$ cat config.mk
export PLATFORM = sky130hd
export DESIGN_NAME = bh_rmw
export DESIGN_NICKNAME = d
export VERILOG_FILES = /design/src/sv/bh_pkg.sv /design/src/sv/bh_rmw.sv
export SDC_FILE = /design/constraint.sdc
export NUM_CORES = 1
export LEC_CHECK = 0
export ABC_AREA = 1
export BUFFER_PORTS_ARGS = -buffer_cell sky130_fd_sc_hd__buf_2
export CORE_MARGIN = 4
export CORE_UTILIZATION = 60
export DETAILED_ROUTE_END_ITERATION = 10
export HOLD_SLACK_MARGIN = 0.08
export PLACE_DENSITY = 0.85
export SLEW_MARGIN = 20
export SYNTH_ARGS = -nofsm -noshare
export SYNTH_HDL_FRONTEND = slang
export SYNTH_SLANG_ARGS = --single-unit
$ cat constraint.sdc
create_clock -name clk -period 6.6 [get_ports clk]
set_input_delay 0.66 -clock clk [delete_from_list [all_inputs] [get_ports clk]]
set_output_delay 0.66 -clock clk [all_outputs]
set_load 0.01 [all_outputs]
$ cat src/sv/bh_pkg.sv
// Shared types, constants and helper functions for the byte histogram.
package bh_pkg;

  localparam int NUM_BINS    = 256;
  localparam int COUNT_WIDTH = 32;
  localparam int BIN_AW      = (NUM_BINS > 1) ? $clog2(NUM_BINS) : 1;
  localparam int VALUE_W     = 8;
  localparam int OUT_CNT_W   = 32;

  typedef enum logic {
    OP_COUNT = 1'b0,
    OP_READ  = 1'b1
  } bh_op_t;

  typedef struct packed {
    bh_op_t             op;
    logic [VALUE_W-1:0] value;
  } bh_in_t;

  typedef struct packed {
    logic [VALUE_W-1:0]   bin_index;
    logic [OUT_CNT_W-1:0] bin_count;
  } bh_out_t;

  typedef logic [COUNT_WIDTH-1:0] bh_cnt_t;
  typedef logic [BIN_AW-1:0]      bh_addr_t;

  // Write port of the bin store, driven by the update logic.
  typedef struct packed {
    logic     en;
    bh_addr_t addr;
    bh_cnt_t  data;
  } bh_ram_wr_t;

  function automatic logic in_range(input logic [VALUE_W-1:0] value);
    return 32'(value) < 32'(NUM_BINS);
  endfunction

  function automatic bh_addr_t bin_addr(input logic [VALUE_W-1:0] value);
    return BIN_AW'(value);
  endfunction

  // Increment that sticks at the largest representable count.
  function automatic bh_cnt_t sat_inc(input bh_cnt_t cnt);
    return (cnt == {COUNT_WIDTH{1'b1}}) ? cnt : cnt + COUNT_WIDTH'(1);
  endfunction

  // Clamp a stored count to the width of the result field.
  function automatic logic [OUT_CNT_W-1:0] sat_out(input bh_cnt_t cnt);
    logic [63:0] wide;
    wide = 64'(cnt);
    return (wide > 64'h0000_0000_FFFF_FFFF) ? {OUT_CNT_W{1'b1}} : OUT_CNT_W'(wide);
  endfunction

endpackage

$ cat src/sv/bh_rmw.sv
// Read-modify-write control for the bin store: entry valid bits, forwarding, result register.
module bh_rmw (
  input  logic            clk,
  input  logic            rst_n,
  input  logic            accept,
  input  bh_pkg::bh_in_t  in_data,
  output logic            rd_en,
  output bh_pkg::bh_addr_t rd_addr,
  input  bh_pkg::bh_cnt_t rd_data,
  output bh_pkg::bh_ram_wr_t ram_wr,
  output logic            out_valid,
  output bh_pkg::bh_out_t out_data
);
  import bh_pkg::*;

  // Entries never written since reset read as zero.
  logic [NUM_BINS-1:0] ent_vld_r, ent_vld_nxt;

  logic               s1_vld_r;
  bh_op_t             s1_op_r;
  logic [VALUE_W-1:0] s1_idx_r;
  bh_addr_t           s1_addr_r;
  logic               s1_inrng_r;
  logic               s1_ent_vld_r;
  logic               s1_fwd_r;
  bh_cnt_t            s1_fwd_data_r;

  logic               out_valid_r;
  bh_out_t            out_data_r;

  bh_addr_t   acc_addr;
  bh_cnt_t    cur_cnt;
  bh_ram_wr_t wr;

  assign acc_addr = bin_addr(in_data.value);
  assign rd_en    = accept;
  assign rd_addr  = acc_addr;

  // The beat in the update stage writes at the same edge the next beat reads,
  // so a matching address takes the value being written instead of the RAM.
  always_comb begin
    if (s1_fwd_r) begin
      cur_cnt = s1_fwd_data_r;
    end else if (s1_ent_vld_r) begin
      cur_cnt = rd_data;
    end else begin
      cur_cnt = '0;
    end
  end

  always_comb begin
    wr.en   = s1_vld_r && s1_inrng_r;
    wr.addr = s1_addr_r;
    case (s1_op_r)
      OP_COUNT: wr.data = sat_inc(cur_cnt);
      OP_READ:  wr.data = '0;
      default:  wr.data = '0;
    endcase
  end

  assign ram_wr = wr;

  always_comb begin
    ent_vld_nxt = ent_vld_r;
    if (wr.en) begin
      ent_vld_nxt[wr.addr] = 1'b1;
    end
  end

  always_ff @(posedge clk) begin
    if (!rst_n) begin
      ent_vld_r   <= '0;
      s1_vld_r    <= 1'b0;
      out_valid_r <= 1'b0;
    end else begin
      ent_vld_r   <= ent_vld_nxt;
      s1_vld_r    <= accept;
      out_valid_r <= s1_vld_r && (s1_op_r == OP_READ);
    end
  end

  always_ff @(posedge clk) begin
    if (accept) begin
      s1_op_r       <= in_data.op;
      s1_idx_r      <= in_data.value;
      s1_addr_r     <= acc_addr;
      s1_inrng_r    <= in_range(in_data.value);
      s1_ent_vld_r  <= ent_vld_r[acc_addr];
      s1_fwd_r      <= wr.en && (wr.addr == acc_addr);
      s1_fwd_data_r <= wr.data;
    end
    if (s1_vld_r) begin
      out_data_r.bin_index <= s1_idx_r;
      out_data_r.bin_count <= s1_inrng_r ? sat_out(cur_cnt) : '0;
    end
  end

  assign out_valid = out_valid_r;
  assign out_data  = out_data_r;

endmodule

==> impl_results.md <==
- Outcome: complete, no violations
- Maximum vdd drop: ~0.00024 V
- Commonest non-fill, non-tap cells in the layout: nand2_1, nor2_1, a21oi_1, dfxtp_1, nand3_1
- Routed wire per std cell: 18.9 microns
- Cells after Synth: 1928
- Worst hold path class: in2reg
- Synthesis warning total: 0
- Num rows: 57
- Placer congestion estimate: 0.922
- Clk root buf: clkbuf_16
- Routed Antenna Nets: 0
- Post-synth EDFFs: 83
- Initial Util: approximately 61%
- Post-Route WL: ~44 mm
- Leakage: roughly 6.4 nW
- CP max FO: 33
- Vias in the first global route: ~13000
- CTS resizes: 0
- CTS tree: built
- CTS Buf Count: 36
- Worst skew pair latency: about 0.52 ns
- 1st-iter DRT viols: 2119
- Antenna violations before repair: 0
- Worst Tran Pin Value: 1.21 ns
- Vias per std cell: 6.05
- Post-synthesis register bit count: 341
- Global-route wire length before repair: 68.9 mm
- CTS H-tree lvls: 2
- GR Overflow Total: 0
- Final Slew Violations: 0
- Die Span Y: 165 microns
- Post-synthesis mux area share: 0%
- GRT Util Overall: 31.6%
- Die Wd: 165 microns
- Final Skew: 0.0169 ns
- Antenna diode count: 0
- Compound-Gate Fraction of Synth Area: approximately a tenth
- Main combinational cell family by area after synthesis: simple AND/OR/NAND/NOR gates
- Area Growth Syn to Fin: 13.3%
- F_max: roughly 0.20 GHz
- Setup TNS Final: 0 ns
- Slew headroom: 19.3%
- Syn nets: 1973
- Number of nets in the layout: 2035
- Largest net degree at the start of global routing: 111
- Die area: 27200 sq um
- Clock sink count: approximately 340
- Leading cell type in the layout, fill and taps excluded: nand2_1
- Syn_area_per_cell: 7.65 sq um
- Fraction of registers with async set/reset: 0%
- Ys flop type: dfxtp_1
- Synth Area in Adders: 0.0848%
- Tmin final: approximately 5.1 ns
- Via count: 14100
- Setup bufs post-CTS: 0
- Worst-path clk slew: 0.06 ns
- Crit start category: flip-flop
- Arr. time, crit path: 4.41 ns
- Final hold viol count: 0
- Period utilisation layout: 76.8%
- RSZ-0062 raised after global routing: no
- Post-route cell area: about 17000 sq um
- Post-CTS Hold Buffers: 0
- CP Capture Type: primary output
- P per Cell Area: 274 nW/um^2
- Top Ports: 135
- Final setup fails: 0
- # Max-Cap Violations: 0
- Core Area: between 20000 and 25000 sq um
- Post-Syn Area: between 10000 and 15000 sq um
- CP Data Required Time: 5.94 ns
- Residual DRC count: 0
- CTS max path bufs: 3
- Crit path kind: reg2out
- TritonRoute pass-1 iters: 6
- Seq/Total Area, Yosys: 51.9%
- Post-synthesis simple-gate area fraction: 30.7%
- IO Port Bufs: between 100 and 150
- Netlist cell types: 36
- DPL Wire Length: 26.3 mm
- Share of cells above drive strength 1: 13.9%
- Placed Instance Area: 15500 sq um
- Post-Synth XOR/XNOR Area: 1.42%
[registers in the layout, indices dropped and copies added, names as in the netlist]
register and cells:
ent_vld_r 256, out_data 40, out_valid 1, s1_addr_r 8, s1_ent_vld_r 1, s1_fwd_data_r 32, s1_fwd_r 1, s1_op_r 1
s1_vld_r 1
[cell usage after synthesis (22+ instances only)]
cell,number,area share (%)
nand2_1,421,11
nor2_1,319,8.1
a21oi_1,292,9.9
dfxtp_1,258,35
nand3_1,254,8.6
clkbuf_1,100,2.5
edfxtp_1,83,17
inv_1,52,1.3
nor3_1,24,0.81
nand2_2,22,0.93
[logic make-up after synthesis]
family          Yosys count
xor+xnor                 24
flops                   341
simple gates           1066
buf+inv                 192
fa+ha+maj                 1
compound gates          304
[area by class of cell]
| type | count | area, sq um |
|---|---|---|
| Multi-Input combinational cell | 1395 | 6380 |
| Sequential cell | 341 | 7660 |
| Tap cell | 324 | 405 |
| Clock inverter | 5 | 36.3 |
| Clock buffer | 57 | 1140 |
| Timing Repair Buffer | 160 | 876 |
| Inverter | 56 | 216 |
| Fill cell | 1864 | 7540 |
[critical path, cell delays in order, from the launching register on]
cell,delay (ns)
edfxtp_1,0.37
buf_4,0.27
nor2_8,0.44
a22oi_1,0.28
inv_1,0.17
ha_1,0.26
inv_1,0.12
nor2_2,0.25
nand2_2,0.13
nor2_4,0.14
nand4_2,0.67
a21oi_1,0.56
buf_2,0.21
[final timing paths]
kind                                    start                          end  slack (ns)  depth (start not counted)
hold / removal                     in_data[8]            s1_op_r$_DFFE_PP_        0.33                          1
setup / recovery           s1_fwd_r$_DFFE_PP_                    ram_wr[4]        1.53                         12
hold reg to reg   ent_vld_r[247]$_SDFFE_PN0P_  ent_vld_r[247]$_SDFFE_PN0P_        0.45                          2
setup reg to reg           s1_fwd_r$_DFFE_PP_   s1_fwd_data_r[4]$_DFFE_PP_        2.70                         11
[layer usage]
metal | part of all wire [%] | GRT usage [%] | vias up
li1 | - | - | 6491
met1 | 38 | 41.5 | 6519
met2 | 46 | 51.2 | 943
met3 | 12 | 6.21 | 181
met4 | 4.3 | 13.2 | 0
met5 | 0 | 0 | -
[power breakdown]
part           leakage [nW]  switching [W]  internal [W]
combinational          2.96       0.000291     0.0000971
sequential             2.90      0.0000225       0.00218
clock                 0.579       0.000808       0.00118
[stage by stage]
step | hold WS [ns] | util, % | cells | total power, W | worst slack, ns
2_1_floorplan | 0.430 | - | 1928 | 0.00248 | 3.60
3_3_place_gp | 0.436 | 63.9 | 2275 | 0.00261 | 2.46
3_5_place_dp | 0.442 | 63.9 | 2275 | 0.00262 | 2.19
4_1_cts | 0.311 | 68.7 | 2337 | 0.00458 | 1.58
5_1_grt | 0.316 | 68.9 | 2338 | 0.00472 | 1.20
6_report | 0.325 | 68.9 | 2338 | 0.00458 | 1.53
(Power assumes the default switching activity.)
